--- src/hw/rtl/pyramid_lod_visible_tile_range_assert.svh ---
// assertion macros for the pyramid tile range block
`ifndef PYRAMID_LOD_VISIBLE_TILE_RANGE_ASSERT_SVH
`define PYRAMID_LOD_VISIBLE_TILE_RANGE_ASSERT_SVH

// same-cycle implication, sampled on i_clk, off while in reset
`define PLVTR_ASSERT_IMP(lbl, ante, cons, msg) \
    lbl: assert property (@(posedge i_clk) disable iff (!i_rst_n) (ante) |-> (cons)) \
        else $error(msg);

// next-cycle implication, sampled on i_clk, off while in reset
`define PLVTR_ASSERT_NXT(lbl, ante, cons, msg) \
    lbl: assert property (@(posedge i_clk) disable iff (!i_rst_n) (ante) |=> (cons)) \
        else $error(msg);

`endif

--- src/hw/rtl/plvtr_pkg.sv ---
// ----------------------------------------------------------------------------
// plvtr_pkg
// Types and constants of the pyramid level / visible tile range block.
// ----------------------------------------------------------------------------
`default_nettype none

package plvtr_pkg;

    localparam int TILE_EDGE_DEF  = 256;
    localparam int MAX_LEVELS_DEF = 16;

    localparam int DIVN_W = 62;
    localparam int DIVS_W = 54;
    localparam int REM_W  = 55;
    localparam int DCNT_W = 6;
    localparam int MULA_W = 32;
    localparam int MULB_W = 24;
    localparam int PROD_W = 56;
    localparam int EXT_W  = 41;
    localparam int APROD_W = 48;
    localparam int TQ_W   = 28;
    localparam int MT_W   = 13;

    localparam logic [1:0] CFG_IMG_W  = 2'd0;
    localparam logic [1:0] CFG_IMG_H  = 2'd1;
    localparam logic [1:0] CFG_VIEW_W = 2'd2;
    localparam logic [1:0] CFG_VIEW_H = 2'd3;

    typedef struct packed {
        logic [23:0]        zoom;
        logic signed [19:0] pan_x;
        logic signed [19:0] pan_y;
    } t_req;

    typedef struct packed {
        logic [3:0] lod;
        logic [7:0] first_col;
        logic [7:0] last_col;
        logic [7:0] first_row;
        logic [7:0] last_row;
        logic       empty_res;
    } t_res;

    typedef enum logic [4:0] {
        ST_IDLE,
        ST_CMP1,
        ST_CMP2,
        ST_NW,
        ST_NH,
        ST_DZ,
        ST_DW,
        ST_DH,
        ST_DVW,
        ST_DVH,
        ST_EW,
        ST_EH,
        ST_DEX,
        ST_DEY,
        ST_SEARCH,
        ST_LO,
        ST_LODIV,
        ST_HI,
        ST_HIDIV,
        ST_MT,
        ST_CNT,
        ST_AXFIN,
        ST_DONE
    } t_state;

endpackage

`default_nettype wire

--- src/hw/rtl/pyramid_lod_visible_tile_range.sv ---
// ----------------------------------------------------------------------------
// pyramid_lod_visible_tile_range
// Picks the pyramid level for a view and returns its visible tile rectangle.
// ----------------------------------------------------------------------------
// Usage:
//  - configuration through the APB-style port: image width/height at 0x0/0x4,
//    view width/height at 0x8/0xC; pready is always high, reads return values
//  - a request (zoom, pan_x, pan_y) is taken when start is high and busy low
//  - busy stays high for the whole transaction; one result follows on o_res,
//    marked by o_valid for exactly one cycle, in which busy is already low
//  - a request with a zero size or zero zoom goes straight to an empty result
//  - one shared restoring divider, one quotient bit a cycle, does four 62-bit
//    divides for display size and view extent; the level search checks one
//    level a cycle; tile bounds are shifts, so TILE_EDGE must be a power of
//    two, which the block does not check; one 32x24 multiplier serves all
//    products
//  - a new request can be taken in the o_valid cycle
//  - the level table follows the image size registers directly
//  - reset returns to idle with 256x256 image and 1024x1024 view
//  - the receiver cannot stall: a result not taken in its cycle is gone
// ----------------------------------------------------------------------------
`default_nettype none

module pyramid_lod_visible_tile_range #(
    parameter int TILE_EDGE  = plvtr_pkg::TILE_EDGE_DEF,
    parameter int MAX_LEVELS = plvtr_pkg::MAX_LEVELS_DEF
) (
    input  wire logic            i_clk,
    input  wire logic            i_rst_n,
    input  wire logic            psel,
    input  wire logic            penable,
    input  wire logic            pwrite,
    input  wire logic [3:0]      paddr,
    input  wire logic [31:0]     pwdata,
    output logic      [31:0]     prdata,
    output logic                 pready,
    input  wire logic            start,
    input  wire plvtr_pkg::t_req i_req,
    output logic                 busy,
    output logic                 o_valid,
    output plvtr_pkg::t_res      o_res
);
    import plvtr_pkg::*;

    localparam int                  TILE_SH   = $clog2(TILE_EDGE);
    localparam int                  TQ_SH     = TILE_SH + 17;
    localparam logic [APROD_W-1:0]  TILE_MASK = (APROD_W'(1) << TQ_SH) - APROD_W'(1);
    localparam logic [16:0]       TILE_M1  = 17'(TILE_EDGE - 1);
    localparam logic [DIVN_W-1:0] EXT_LIM  = DIVN_W'(1) << 40;
    localparam logic [31:0]       A_LIM    = 32'h8000_0000;

    // configuration
    logic [15:0] r_iw, r_ih;
    logic [13:0] r_vw, r_vh;
    logic        cfg_wr;

    assign pready = 1'b1;
    assign cfg_wr = psel && penable && pwrite;

    always_ff @(posedge i_clk) begin
        if (!i_rst_n) begin
            r_iw <= 16'd256;
            r_ih <= 16'd256;
            r_vw <= 14'd1024;
            r_vh <= 14'd1024;
        end else if (cfg_wr) begin
            case (paddr[3:2])
                CFG_IMG_W:  r_iw <= pwdata[15:0];
                CFG_IMG_H:  r_ih <= pwdata[15:0];
                CFG_VIEW_W: r_vw <= pwdata[13:0];
                CFG_VIEW_H: r_vh <= pwdata[13:0];
                default: ;
            endcase
        end
    end

    always_comb begin
        case (paddr[3:2])
            CFG_IMG_W:  prdata = {16'd0, r_iw};
            CFG_IMG_H:  prdata = {16'd0, r_ih};
            CFG_VIEW_W: prdata = {18'd0, r_vw};
            CFG_VIEW_H: prdata = {18'd0, r_vh};
            default:    prdata = 32'd0;
        endcase
    end

    // level count from the image size
    logic [MAX_LEVELS-1:0] lv_ok;
    logic [4:0]            lv_total;

    always_comb begin
        for (int i = 0; i < MAX_LEVELS; i++) begin
            lv_ok[i] = ((r_iw >> i) >= 16'(TILE_EDGE)) && ((r_ih >> i) >= 16'(TILE_EDGE));
        end
        lv_total = 5'($countones(lv_ok));
        if (lv_total == 5'd0) begin
            lv_total = 5'd1;
        end
    end

    // shared divider
    logic [DIVN_W-1:0] r_dvd, r_quo;
    logic [DIVS_W-1:0] r_dvs;
    logic [REM_W-1:0]  r_rem;
    logic [DCNT_W-1:0] r_dcnt;
    logic              r_dact;
    logic              div_load, div_clr, div_done;
    logic [DIVN_W-1:0] div_num;
    logic [DIVS_W-1:0] div_den;
    logic [DCNT_W-1:0] div_bits;
    logic [REM_W-1:0]  rem_sh;

    assign div_done = r_dact && (r_dcnt == '0);
    assign rem_sh   = {r_rem[REM_W-2:0], r_dvd[DIVN_W-1]};

    always_ff @(posedge i_clk) begin
        if (!i_rst_n) begin
            r_dcnt <= '0;
            r_dact <= 1'b0;
        end else if (div_load) begin
            r_dcnt <= div_bits;
            r_dact <= 1'b1;
        end else if (r_dcnt != '0) begin
            r_dcnt <= r_dcnt - 1'b1;
        end else if (div_clr) begin
            r_dact <= 1'b0;
        end
    end

    always_ff @(posedge i_clk) begin
        if (div_load) begin
            r_dvd <= div_num << (DCNT_W'(DIVN_W) - div_bits);
            r_dvs <= div_den;
            r_rem <= '0;
            r_quo <= '0;
        end else if (r_dcnt != '0) begin
            r_dvd <= r_dvd << 1;
            if (rem_sh >= {1'b0, r_dvs}) begin
                r_rem <= rem_sh - {1'b0, r_dvs};
                r_quo <= {r_quo[DIVN_W-2:0], 1'b1};
            end else begin
                r_rem <= rem_sh;
                r_quo <= {r_quo[DIVN_W-2:0], 1'b0};
            end
        end
    end

    // shared multiplier
    logic [MULA_W-1:0] mul_a;
    logic [MULB_W-1:0] mul_b;
    logic [PROD_W-1:0] mul_p;

    assign mul_p = PROD_W'(mul_a) * PROD_W'(mul_b);

    // sequencer registers
    t_state r_state, n_state;
    t_req   r_req, n_req;
    t_res   r_res, n_res;
    logic   r_valid, n_valid;
    logic [29:0] r_p1, n_p1, r_t0, n_t0, r_t1, n_t1, r_t2, n_t2, r_t3, n_t3;
    logic [13:0] r_num, n_num;
    logic [15:0] r_den, n_den;
    logic [39:0] r_dz, n_dz;
    logic [53:0] r_ew, n_ew, r_eh, n_eh;
    logic [DIVN_W-1:0] r_dispw, n_dispw, r_disph, n_disph;
    logic [EXT_W-1:0]  r_ex, n_ex, r_ey, n_ey;
    logic [62:0] r_best, n_best;
    logic [3:0]  r_idx, n_idx, r_lod, n_lod;
    logic        r_axis, n_axis, r_aneg, n_aneg, r_hneg, n_hneg;
    logic [APROD_W-1:0] r_prod, n_prod;
    logic [TQ_W-1:0]    r_s, n_s, r_e, n_e;
    logic [MT_W-1:0]    r_mt, n_mt, r_cntl, n_cntl;
    logic [7:0]  r_fx, n_fx, r_lx, n_lx;
    logic        r_okx, n_okx;

    always_ff @(posedge i_clk) begin
        if (!i_rst_n) begin
            r_state <= ST_IDLE;
            r_valid <= 1'b0;
        end else begin
            r_state <= n_state;
            r_valid <= n_valid;
        end
    end

    always_ff @(posedge i_clk) begin
        r_req   <= n_req;
        r_res   <= n_res;
        r_p1    <= n_p1;
        r_t0    <= n_t0;
        r_t1    <= n_t1;
        r_t2    <= n_t2;
        r_t3    <= n_t3;
        r_num   <= n_num;
        r_den   <= n_den;
        r_dz    <= n_dz;
        r_ew    <= n_ew;
        r_eh    <= n_eh;
        r_dispw <= n_dispw;
        r_disph <= n_disph;
        r_ex    <= n_ex;
        r_ey    <= n_ey;
        r_best  <= n_best;
        r_idx   <= n_idx;
        r_lod   <= n_lod;
        r_axis  <= n_axis;
        r_aneg  <= n_aneg;
        r_hneg  <= n_hneg;
        r_prod  <= n_prod;
        r_s     <= n_s;
        r_e     <= n_e;
        r_mt    <= n_mt;
        r_cntl  <= n_cntl;
        r_fx    <= n_fx;
        r_lx    <= n_lx;
        r_okx   <= n_okx;
    end

    function automatic logic [DIVN_W-1:0] absd(input logic [DIVN_W-1:0] a,
                                               input logic [DIVN_W-1:0] b);
        absd = (a > b) ? (a - b) : (b - a);
    endfunction

    // level search distance
    logic [15:0] sw_lw, sw_lh;
    logic [62:0] sw_d;

    assign sw_lw = r_iw >> r_idx;
    assign sw_lh = r_ih >> r_idx;
    assign sw_d  = {1'b0, absd(DIVN_W'({sw_lw, 16'd0}), r_dispw)}
                 + {1'b0, absd(DIVN_W'({sw_lh, 16'd0}), r_disph)};

    // per-axis corner position, clamped
    logic signed [19:0] ax_pan;
    logic [EXT_W-1:0]   ax_ext;
    logic [15:0]        ax_img, ax_lvl;
    logic [42:0]        ax_a, ax_neg;
    logic [31:0]        ax_mag;

    assign ax_pan = r_axis ? r_req.pan_y : r_req.pan_x;
    assign ax_ext = r_axis ? r_ey : r_ex;
    assign ax_img = r_axis ? r_ih : r_iw;
    assign ax_lvl = ax_img >> r_lod;

    always_comb begin
        if (r_state == ST_HI) begin
            ax_a = {{23{ax_pan[19]}}, ax_pan} + {2'd0, ax_ext} + 43'd65536;
        end else begin
            ax_a = {{23{ax_pan[19]}}, ax_pan} - {2'd0, ax_ext} + 43'd65536;
        end
        ax_neg = ax_a[42] ? (43'd0 - ax_a) : ax_a;
        ax_mag = (ax_neg > 43'(A_LIM)) ? A_LIM : ax_neg[31:0];
    end

    // per-axis final range
    logic [MT_W-1:0] fn_epos, fn_cm1;
    logic [16:0]     fn_sm1, fn_ep, fn_ecl;
    logic [TQ_W-1:0] fn_ssh;
    logic            fn_eneg, fn_ok;
    logic [7:0]      fn_first, fn_last;

    always_comb begin
        fn_epos = (r_e > TQ_W'(r_mt)) ? r_mt : r_e[MT_W-1:0];
        fn_sm1  = (17'd1 << r_lod) - 17'd1;
        fn_ep   = (17'(fn_epos) + fn_sm1) >> r_lod;
        fn_cm1  = r_cntl - 1'b1;
        if (r_hneg) begin
            fn_ecl = 17'd0;
        end else begin
            fn_ecl = (fn_ep > 17'(fn_cm1)) ? 17'(fn_cm1) : fn_ep;
        end
        fn_eneg  = r_hneg && ((r_e >> r_lod) != '0);
        fn_ssh   = r_s >> r_lod;
        fn_ok    = !fn_eneg && (fn_ssh <= TQ_W'(fn_ecl)) && (fn_ssh < TQ_W'(r_cntl));
        fn_first = (fn_ssh > TQ_W'(255)) ? 8'd255 : fn_ssh[7:0];
        fn_last  = (fn_ecl > 17'd255) ? 8'd255 : fn_ecl[7:0];
    end

    always_comb begin
        n_state = r_state;
        n_valid = 1'b0;
        n_req   = r_req;
        n_res   = r_res;
        n_p1    = r_p1;
        n_t0    = r_t0;
        n_t1    = r_t1;
        n_t2    = r_t2;
        n_t3    = r_t3;
        n_num   = r_num;
        n_den   = r_den;
        n_dz    = r_dz;
        n_ew    = r_ew;
        n_eh    = r_eh;
        n_dispw = r_dispw;
        n_disph = r_disph;
        n_ex    = r_ex;
        n_ey    = r_ey;
        n_best  = r_best;
        n_idx   = r_idx;
        n_lod   = r_lod;
        n_axis  = r_axis;
        n_aneg  = r_aneg;
        n_hneg  = r_hneg;
        n_prod  = r_prod;
        n_s     = r_s;
        n_e     = r_e;
        n_mt    = r_mt;
        n_cntl  = r_cntl;
        n_fx    = r_fx;
        n_lx    = r_lx;
        n_okx   = r_okx;
        mul_a   = '0;
        mul_b   = '0;
        div_load = 1'b0;
        div_clr  = 1'b0;
        div_num  = '0;
        div_den  = '0;
        div_bits = '0;

        case (r_state)
            ST_IDLE: begin
                if (start) begin
                    n_req = i_req;
                    if (r_iw == '0 || r_ih == '0 || r_vw == '0 || r_vh == '0 ||
                        i_req.zoom == '0) begin
                        n_res = '0;
                        n_res.empty_res = 1'b1;
                        n_state = ST_DONE;
                    end else begin
                        n_state = ST_CMP1;
                    end
                end
            end
            ST_CMP1: begin
                mul_a = 32'(r_vw);
                mul_b = 24'(r_ih);
                n_p1 = mul_p[29:0];
                n_state = ST_CMP2;
            end
            ST_CMP2: begin
                mul_a = 32'(r_vh);
                mul_b = 24'(r_iw);
                if (r_p1 <= mul_p[29:0]) begin
                    n_num = r_vw;
                    n_den = r_iw;
                end else begin
                    n_num = r_vh;
                    n_den = r_ih;
                end
                n_state = ST_NW;
            end
            ST_NW: begin
                mul_a = 32'(r_iw);
                mul_b = 24'(r_num);
                n_t0 = mul_p[29:0];
                n_state = ST_NH;
            end
            ST_NH: begin
                mul_a = 32'(r_ih);
                mul_b = 24'(r_num);
                n_t1 = mul_p[29:0];
                n_state = ST_DZ;
            end
            ST_DZ: begin
                mul_a = 32'(r_den);
                mul_b = r_req.zoom;
                n_dz = mul_p[39:0];
                n_state = ST_DW;
            end
            ST_DW, ST_DH: begin
                div_num  = {(r_state == ST_DW) ? r_t0 : r_t1, 32'd0};
                div_den  = DIVS_W'(r_dz);
                div_bits = DCNT_W'(DIVN_W);
                if (!r_dact) begin
                    div_load = 1'b1;
                end else if (div_done) begin
                    div_clr = 1'b1;
                    if (r_state == ST_DW) begin
                        n_dispw = r_quo;
                        n_state = ST_DH;
                    end else begin
                        n_disph = r_quo;
                        n_state = ST_DVW;
                    end
                end
            end
            ST_DVW: begin
                mul_a = 32'(r_den);
                mul_b = 24'(r_vw);
                n_t2 = mul_p[29:0];
                n_state = ST_DVH;
            end
            ST_DVH: begin
                mul_a = 32'(r_den);
                mul_b = 24'(r_vh);
                n_t3 = mul_p[29:0];
                n_state = ST_EW;
            end
            ST_EW: begin
                mul_a = 32'(r_t0);
                mul_b = r_req.zoom;
                n_ew = mul_p[53:0];
                n_state = ST_EH;
            end
            ST_EH: begin
                mul_a = 32'(r_t1);
                mul_b = r_req.zoom;
                n_eh = mul_p[53:0];
                n_state = ST_DEX;
            end
            ST_DEX, ST_DEY: begin
                div_num  = {(r_state == ST_DEX) ? r_t2 : r_t3, 32'd0};
                div_den  = (r_state == ST_DEX) ? r_ew : r_eh;
                div_bits = DCNT_W'(DIVN_W);
                if (!r_dact) begin
                    div_load = 1'b1;
                end else if (div_done) begin
                    div_clr = 1'b1;
                    if (r_state == ST_DEX) begin
                        n_ex = (r_quo > EXT_LIM) ? EXT_W'(EXT_LIM) : r_quo[EXT_W-1:0];
                        n_state = ST_DEY;
                    end else begin
                        n_ey = (r_quo > EXT_LIM) ? EXT_W'(EXT_LIM) : r_quo[EXT_W-1:0];
                        n_idx  = '0;
                        n_lod  = '0;
                        n_best = '1;
                        n_state = ST_SEARCH;
                    end
                end
            end
            ST_SEARCH: begin
                if (sw_d < r_best) begin
                    n_best = sw_d;
                    n_lod  = r_idx;
                end
                if (5'(r_idx) == lv_total - 5'd1) begin
                    n_axis  = 1'b0;
                    n_state = ST_LO;
                end else begin
                    n_idx = r_idx + 1'b1;
                end
            end
            ST_LO, ST_HI: begin
                mul_a  = ax_mag;
                mul_b  = 24'(ax_img);
                n_prod = mul_p[APROD_W-1:0];
                n_aneg = ax_a[42];
                n_state = (r_state == ST_LO) ? ST_LODIV : ST_HIDIV;
            end
            ST_LODIV, ST_HIDIV: begin
                if (r_state == ST_LODIV) begin
                    n_s = r_aneg ? '0 : TQ_W'(r_prod >> TQ_SH);
                    n_state = ST_HI;
                end else begin
                    n_hneg = r_aneg;
                    n_e = TQ_W'(r_prod >> TQ_SH) +
                          TQ_W'(!r_aneg && ((r_prod & TILE_MASK) != '0));
                    n_state = ST_MT;
                end
            end
            ST_MT, ST_CNT: begin
                if (r_state == ST_MT) begin
                    n_mt = MT_W'((17'(ax_img) + TILE_M1) >> TILE_SH);
                    n_state = ST_CNT;
                end else begin
                    n_cntl = MT_W'((17'(ax_lvl) + TILE_M1) >> TILE_SH);
                    n_state = ST_AXFIN;
                end
            end
            ST_AXFIN: begin
                if (!r_axis) begin
                    n_fx   = fn_first;
                    n_lx   = fn_last;
                    n_okx  = fn_ok;
                    n_axis = 1'b1;
                    n_state = ST_LO;
                end else begin
                    n_res = '0;
                    n_res.lod = r_lod;
                    if (r_okx && fn_ok) begin
                        n_res.first_col = r_fx;
                        n_res.last_col  = r_lx;
                        n_res.first_row = fn_first;
                        n_res.last_row  = fn_last;
                    end else begin
                        n_res.empty_res = 1'b1;
                    end
                    n_state = ST_DONE;
                end
            end
            ST_DONE: begin
                n_valid = 1'b1;
                n_state = ST_IDLE;
            end
            default: begin
                n_state = ST_IDLE;
            end
        endcase
    end

    assign busy    = (r_state != ST_IDLE);
    assign o_valid = r_valid;
    assign o_res   = r_res;

`include "pyramid_lod_visible_tile_range_assert.svh"

    `PLVTR_ASSERT_NXT(a_strobe_one, o_valid, !o_valid, "result strobe longer than one cycle")
    `PLVTR_ASSERT_NXT(a_start_busy, start && !busy, busy, "accepted request did not raise busy")
    `PLVTR_ASSERT_IMP(a_valid_idle, o_valid, !busy, "result strobe while still working")
    `PLVTR_ASSERT_IMP(a_empty_zero, o_valid && o_res.empty_res,
        o_res.first_col == 8'd0 && o_res.last_col == 8'd0 &&
        o_res.first_row == 8'd0 && o_res.last_row == 8'd0, "empty result has nonzero range")
    `PLVTR_ASSERT_IMP(a_div_owned, r_dact,
        r_state == ST_DW || r_state == ST_DH || r_state == ST_DEX || r_state == ST_DEY,
        "divider active outside a divide step")

endmodule

`default_nettype wire
--- config.mk ---
export PLATFORM = sky130hd
export DESIGN_NAME = pyramid_lod_visible_tile_range
export DESIGN_NICKNAME = d
export VERILOG_FILES = /design/src/hw/rtl/plvtr_pkg.sv /design/src/hw/rtl/pyramid_lod_visible_tile_range.sv
export VERILOG_INCLUDE_DIRS = /design/src /design/src/hw/rtl
export SDC_FILE = /design/constraint.sdc
export NUM_CORES = 2
export LEC_CHECK = 0
export BUFFER_PORTS_ARGS = -buffer_cell sky130_fd_sc_hd__buf_4
export CAP_MARGIN = 0
export CORE_MARGIN = 5
export CORE_UTILIZATION = 54
export DETAILED_ROUTE_END_ITERATION = 8
export GPL_TIMING_DRIVEN = 0
export PLACE_DENSITY = 0.72
export SLEW_MARGIN = 0
export SYNTH_ARGS = -nofsm -noshare
export SYNTH_HDL_FRONTEND = slang
export SYNTH_SLANG_ARGS = --single-unit
--- constraint.sdc ---
create_clock -name i_clk -period 15.8 [get_ports i_clk]
set_input_delay 0.79 -clock i_clk [delete_from_list [all_inputs] [get_ports i_clk]]
set_output_delay 0.79 -clock i_clk [all_outputs]
set_load 0.02 [all_outputs]
== Word level (Yosys, flattened, before mapping) ==
Index checks and enable logic that the tools add are counted.
Storage, ports and cells
  register bits: 1153
  input port bits: 106
  output and inout port bits: 72
  logic and storage cells: 335
Cells by class
  add/subtract/negate cells: 36
  $mul: 1
  magnitude comparators: 45
  equality and inequality tests: 38
  shift operators: 8
  multiplexer cells: 75
  bitwise operators: 5
  reduce and logical (&&, ||, !) cells: 77
Operator list (number)
  32-bit case mux with 8 select lines: 1
  63-bit 2-to-1 mux: 4
  62-bit 2-to-1 mux: 4
  24-bit case mux with 7 select lines: 1
  32-bit case mux with 4 select lines: 1
  63-bit case mux with 2 select lines: 1
  32-bit by 62-bit greater-than comparator with 1-bit output: 2
  62-bit case mux with 2 select lines: 1
  32-bit by 62-bit subtractor with 62-bit output: 2
  62-bit by 32-bit subtractor with 62-bit output: 2
  37-bit 2-to-1 mux: 3
  54-bit 2-to-1 mux: 2
  54-bit case mux with 2 select lines: 1
  43-bit by 17-bit adder with 43-bit output, second input constant: 2
  43-bit 2-to-1 mux: 2
  5-bit case mux with 17 select lines: 1
  41-bit 2-to-1 mux: 2
  37-bit case mux with 2 select lines: 1
  32-bit 2-to-1 mux: 2
  62-bit by 62-bit adder with 63-bit output: 1
  63-bit less-than comparator: 1
  62-bit by 41-bit greater-than comparator with 1-bit output, second input constant: 1
  62-bit by 6-bit << shifter with 62-bit output: 1
  30-bit 2-to-1 mux: 2
  other kinds (91): 244

== Logic depth before layout (Yosys ltp) ==
  depth in word-level cells: 14
  depth in mapped cells: 72
  mapped depth without buffers: 65

== Worst setup path after synthesis ==
No wires, ideal clock.
  path kind: register to register
  from: reg r_axis
  to: reg r_den[0] (data pin)
  setup time: 0.260 ns
  arrival time: 15.530 ns
  data required time: 15.540 ns
  setup slack: 0.010 ns
  cell stages (with the launch flop): 67
  path buffers: 10
  clock period less this slack: 15.790 ns
  cells stage by stage: edfxtp_1 > clkbuf_1 > clkbuf_1 > buf_1 > clkbuf_1 > clkbuf_1 > clkbuf_1 > mux2i_1 > ha_1 > ha_1 > fa_1 > a21o_1 > a221oi_2 > or2_1 > a21oi_2 > or4_4 > a22oi_2 > o221ai_2 > [31 not listed] > a21oi_1 > o21bai_1 > a21oi_1 > xnor2_1 > inv_1 > ha_1 > a21oi_1 > nor2b_1 > o21ai_0 > nand2b_1 > a21oi_1 > nor2b_1 > o21ai_0 > nand2b_1 > a21o_1 > o21ai_0 > clkbuf_1 > mux2_2
Between the ends
  cells in the longest elaborated chain, start to end: 12
  elaborated cells between the ends (all ways): 17
  classes of those cells: add/sub (5); mul (1); order compare (2); mux (9)
Ends and longest elaborated chain
  from (decl): RTL line pyramid_lod_visible_tile_range.sv:169  | logic r_axis, n_axis, r_aneg, n_aneg, r_hneg, n_hneg;
  from (signal assigned): RTL line pyramid_lod_visible_tile_range.sv:206  | r_axis <= n_axis;
  20-bit 2-to-1 mux / 41-bit 2-to-1 mux (equally long branches): RTL line pyramid_lod_visible_tile_range.sv:240, pyramid_lod_visible_tile_range.sv:241
  20-bit by 42-bit subtractor with 43-bit output / 20-bit by 42-bit adder with 43-bit output (equally long branches): RTL line pyramid_lod_visible_tile_range.sv:249, pyramid_lod_visible_tile_range.sv:247
  43-bit by 17-bit adder with 43-bit output, on equally long branches: RTL line pyramid_lod_visible_tile_range.sv:249, pyramid_lod_visible_tile_range.sv:247
  43-bit 2-to-1 mux: RTL line pyramid_lod_visible_tile_range.sv:246  | if (r_state == ST_HI) begin
  1-bit by 43-bit subtractor with 43-bit output: RTL line pyramid_lod_visible_tile_range.sv:251  | ax_neg = ax_a[42] ? (43'd0 - ax_a) : ax_a;
  43-bit 2-to-1 mux: RTL line pyramid_lod_visible_tile_range.sv:251
  43-bit by 32-bit greater-than comparator with 1-bit output: RTL line pyramid_lod_visible_tile_range.sv:252  | ax_mag = (ax_neg > 43'(A_LIM)) ? A_LIM : ax_neg[31:0];
  32-bit 2-to-1 mux: RTL line pyramid_lod_visible_tile_range.sv:252
  32-bit case mux with 8 select lines: RTL line pyramid_lod_visible_tile_range.sv:320  | case (r_state)
  32-bit by 24-bit multiplier with 54-bit output *: RTL line pyramid_lod_visible_tile_range.sv:153  | assign mul_p = PROD_W'(mul_a) * PROD_W'(mul_b);
  named net mul_p[23]: RTL line pyramid_lod_visible_tile_range.sv:151  | logic [PROD_W-1:0] mul_p;
  30-bit <= comparator *: RTL line pyramid_lod_visible_tile_range.sv:343  | if (r_p1 <= mul_p[29:0]) begin
  16-bit 2-to-1 mux *: RTL line pyramid_lod_visible_tile_range.sv:343
  to (signal assigned): RTL line pyramid_lod_visible_tile_range.sv:195  | r_den <= n_den;
  to (decl): RTL line pyramid_lod_visible_tile_range.sv:162  | logic [15:0] r_den, n_den;
The timed path passes the listed nets; every way through them passes the cells marked *.
A chain may end at the register's enable or synchronous reset.

== Final worst setup path ==
  from: reg r_axis
  to: reg r_ew[42] (data pin)
Between the ends
  cells in the longest elaborated chain, start to end: 10
  elaborated cells between the ends (all ways): 15
  classes of those cells: add/sub (5); mul (1); order compare (1); mux (8)
Ends and longest elaborated chain
  20-bit 2-to-1 mux / 41-bit 2-to-1 mux (equally long branches): RTL line pyramid_lod_visible_tile_range.sv:240, pyramid_lod_visible_tile_range.sv:241
  20-bit by 42-bit subtractor with 43-bit output / 20-bit by 42-bit adder with 43-bit output (equally long branches): RTL line pyramid_lod_visible_tile_range.sv:249, pyramid_lod_visible_tile_range.sv:247
  43-bit by 17-bit adder with 43-bit output, on equally long branches: RTL line pyramid_lod_visible_tile_range.sv:249, pyramid_lod_visible_tile_range.sv:247
  43-bit 2-to-1 mux: RTL line pyramid_lod_visible_tile_range.sv:246
  1-bit by 43-bit subtractor with 43-bit output: RTL line pyramid_lod_visible_tile_range.sv:251
  43-bit 2-to-1 mux: RTL line pyramid_lod_visible_tile_range.sv:251
  43-bit by 32-bit greater-than comparator with 1-bit output: RTL line pyramid_lod_visible_tile_range.sv:252
  32-bit 2-to-1 mux: RTL line pyramid_lod_visible_tile_range.sv:252
  32-bit case mux with 8 select lines: RTL line pyramid_lod_visible_tile_range.sv:320
  32-bit by 24-bit multiplier with 54-bit output *: RTL line pyramid_lod_visible_tile_range.sv:153
  named net mul_p[42]: RTL line pyramid_lod_visible_tile_range.sv:151
  to (signal assigned): RTL line pyramid_lod_visible_tile_range.sv:197  | r_ew <= n_ew;
  to (decl): RTL line pyramid_lod_visible_tile_range.sv:164  | logic [53:0] r_ew, n_ew, r_eh, n_eh;
Marks and branches as above.

==> results.yml <==
run_status:
  violations: "max-capacitance violations, max-slew violations"
  status: "complete, but fails checks"
clocking:
  cts_tree: "built"
  cts_root_buf: "clkbuf_16"
  clockBufferDepth: 3
  path_clk_slew_ns: 0.07
  cts-buffers-inserted: 111
  clock-sinks: 1112
  htreeDepth: 3
  clk_latency_ns: 0.76
  holdBufCountCts: 0
route:
  avgRoutedWirePerCell_um: 24.5
  route.top_layer_used: "met5"
  vias: 76900
  wl_met2_um: 137000
  drtIter0Drc: 8176
  ant_nets: 0
  wl_met3_um: 29800
  vias_per_cell: 6.04
  routed_wl_um: 312000
  drt-pass1-iter-count: 9
  drc: 0
  wl_met1_um: 124000
layout:
  multiInputGateArea_um2: 58000
  fin_cells: 12700
  syn2layout_area_growth_pct: 11.0
  final_net_count: 11700
  final_core_util_pct: 60.1
  drive_above_1_share_pct: 9.47
  seqCellArea_um2: 31500
  fillerInstances: 14800
placed_design:
  gp_congestion: 1.04
  portBuffers: 142
  dp.cells: 12400
  detailed_place_hpwl_um: 250000
worst_setup_path:
  endpoint_kind: "flip-flop"
  cpPeakStageDelay_ns: 0.84
  worstSetupPathType: "flip-flop to flip-flop"
  cpMostUsedCell: "fa_1"
  worstPathArrival_ns: 15.87
  cp-start-kind: "flip-flop"
  worst_ep_required_time_ns: 16.17
  worst-path-buf-inv: 15
  crit_family: "adder cells"
  slowest_stage: "xnor2_1"
  worst-path-max-fanout: 15
power:
  powerDensity_nw_per_um2: 112
  peakVddDrop_mv: 0.0971
  p_leak_nw: 45.2
synth:
  synthCells: 9877
  synthTopCellsByArea: "edfxtp_1 (29%), fa_1 (14%), ha_1 (9.1%)"
  syn_area_um2: 95100
  synth_edf_count: 923
  synth.avg_cell_area_um2: 9.63
  ys_types: 110
  netlist.top_cell.by_area: "edfxtp_1"
  synth.top_cell.area_share_pct: 29.1
  synth_top_flop_cell: "edfxtp_1"
  ys_ff_latch: 1112
  async_flop_share_pct: 0
  ys_seq_area_share_pct: 33.1
  synth_warnings: 0
worst_hold_path:
  min_path_type: "primary input to flip-flop"
sta:
  period_needed_ns: 15.50
  hold_violations: 0
  finalClockSkew_ns: 0.0464
  slew_headroom_pct: -0.415
  fin_tns_setup_ns: 0
  slew_viol_final: 1
  tightest_slew_ns: 1.49
  max_freq_mhz: 64.5
  finalSetupViolations: 0
  min_period_over_period_pct: 98.1
floorplan:
  coreArea_um2: 176000
  num_io_pins: 178
  rows: 154
  start_util_pct: 54.1
  dieArea_um2: 185000
  die_w_um: 430
  die_h_um: 430
global_routing:
  grt_pass1_vias: 75700
  grt_antenna_before_repair: 11
  grt_pass1_wl_um: 466000
  grt-ovfl-total: 0
  grt_usage_pct: 33.0
  grt_max_degree: 57
job:
  maxCapViolations: 1
==> cell usage after synthesis (all sizes together) (16+ instances only) <==
cell	n
inv	1283
nand2	1234
edfxtp	923
ha	690
fa	668
a21oi	586
nor2	555
o21ai	354
clkbuf	352
mux2i	269
xnor2	256
a21o	206
dfxtp	189
and2	175
nor3	154
xor2	152
nand2b	145
nand3	130
buf	120
nor2b	106
a22oi	84
mux2	83
o21a	83
nand4	78
nor4	78
or3	69
a211oi	65
a31oi	58
o21bai	58
o31ai	58
and3	54
or2	52
a22o	51
a222oi	49
o211ai	46
o22a	35
mux4	32
a31o	20
a211o	18
a221oi	16
o2111ai	16
==> cell families after synthesis <==
kind of cell	share of synthesized area [%]
simple gates	14.4
compound gates	13.8
buf+inv	7.21
fa+ha+maj	23.1
flops	33.1
xor+xnor	3.76
mux	4.57
other cells	0.00789
==> layout by cell type, fill, tap and decap left out, types with 145 or more instances in the layout <==
cell type / synthesis / final
xnor2_1: 256 / 245
clkbuf_1: 350 / 343
a21oi_1: 583 / 575
dfxtp_1: 189 / 189
mux2i_1: 269 / 239
buf_4: 31 / 247
ha_1: 690 / 678
inv_1: 1281 / 1277
fa_1: 668 / 665
nand2b_1: 145 / 145
o21ai_0: 346 / 333
edfxtp_1: 923 / 923
nand2_1: 1164 / 1164
and2_1: 175 / 174
xor2_1: 152 / 148
nor2_1: 554 / 545
a21o_1: 205 / 205
==> repair_timing <==
action | CTS | global route
pin swaps | 37 | 38
hold endpoints to repair | 0 | 0
setup buffers | 49 | 34
endpoints found under the setup margin | 331 | 76
gates cloned | 1 | 2
resized for setup | 184 | 85
==> per-layer routing <==
| layer | vias to the layer above | track usage (%) |
|---|---|---|
| li1 | 34700 | - |
| met1 | 37500 | 44.5 |
| met2 | 3925 | 50.3 |
| met3 | 824 | 5.87 |
| met4 | 2 | 19.2 |
| met5 | - | 0 |
==> where the power goes <==
part | total [W] | leakage, nW | switching (W) | internal [W]
logic | 0.00524 | 33.5 | 0.00350 | 0.00174
registers | 0.00394 | 9.93 | 0.000254 | 0.00369
clock network | 0.00269 | 1.79 | 0.00119 | 0.00150
==> per-stage QoR <==
step	setup slack, ns	power, W	hold WS, ns	cell area [µm²]
finish	0.298	0.0119	0.226	106000
CTS	0.00197	0.0117	0.170	105000
floorplan	0.0101	0.00709	0.439	95300
global route	-0.103	0.0124	0.208	106000
global placement	-7.04	0.00865	0.468	99300
detailed placement	-7.25	0.00879	0.479	100000
==> state kept, by name, summed over array words and instances (netlist names), 48 cells and up <==
| register | count |
|---|---|
| r_best | 63 |
| r_disph | 62 |
| r_dispw | 62 |
| r_dvs | 54 |
| r_eh | 54 |
| r_ew | 54 |
| r_prod | 48 |
| r_quo | 62 |
| r_rem | 54 |
| r_req | 64 |
==> layout make-up <==
class                   count  area share (%)
diodes                      8          0.0190
plain buffers             462            2.10
clock buffers             142            2.82
clock inverters            67           0.647
inverters                1286            4.57
multi-input cells        7043            54.9
flip-flops and latches   1112            29.8
well taps                2340            2.77
repair buffers            267            2.30
==> worst paths after layout <==
kind	startpoint	end	slack (ns)	cells after the start
hold reg to reg	r_rem[16]	r_rem[16]	0.49	2
setup reg to reg	r_axis	r_ew[42]	0.30	53
setup / recovery	r_axis	r_ew[42]	0.30	53
hold / removal	i_req[6]	r_req[6]	0.23	1
Note: power is estimated with default switching activity, not from simulation.
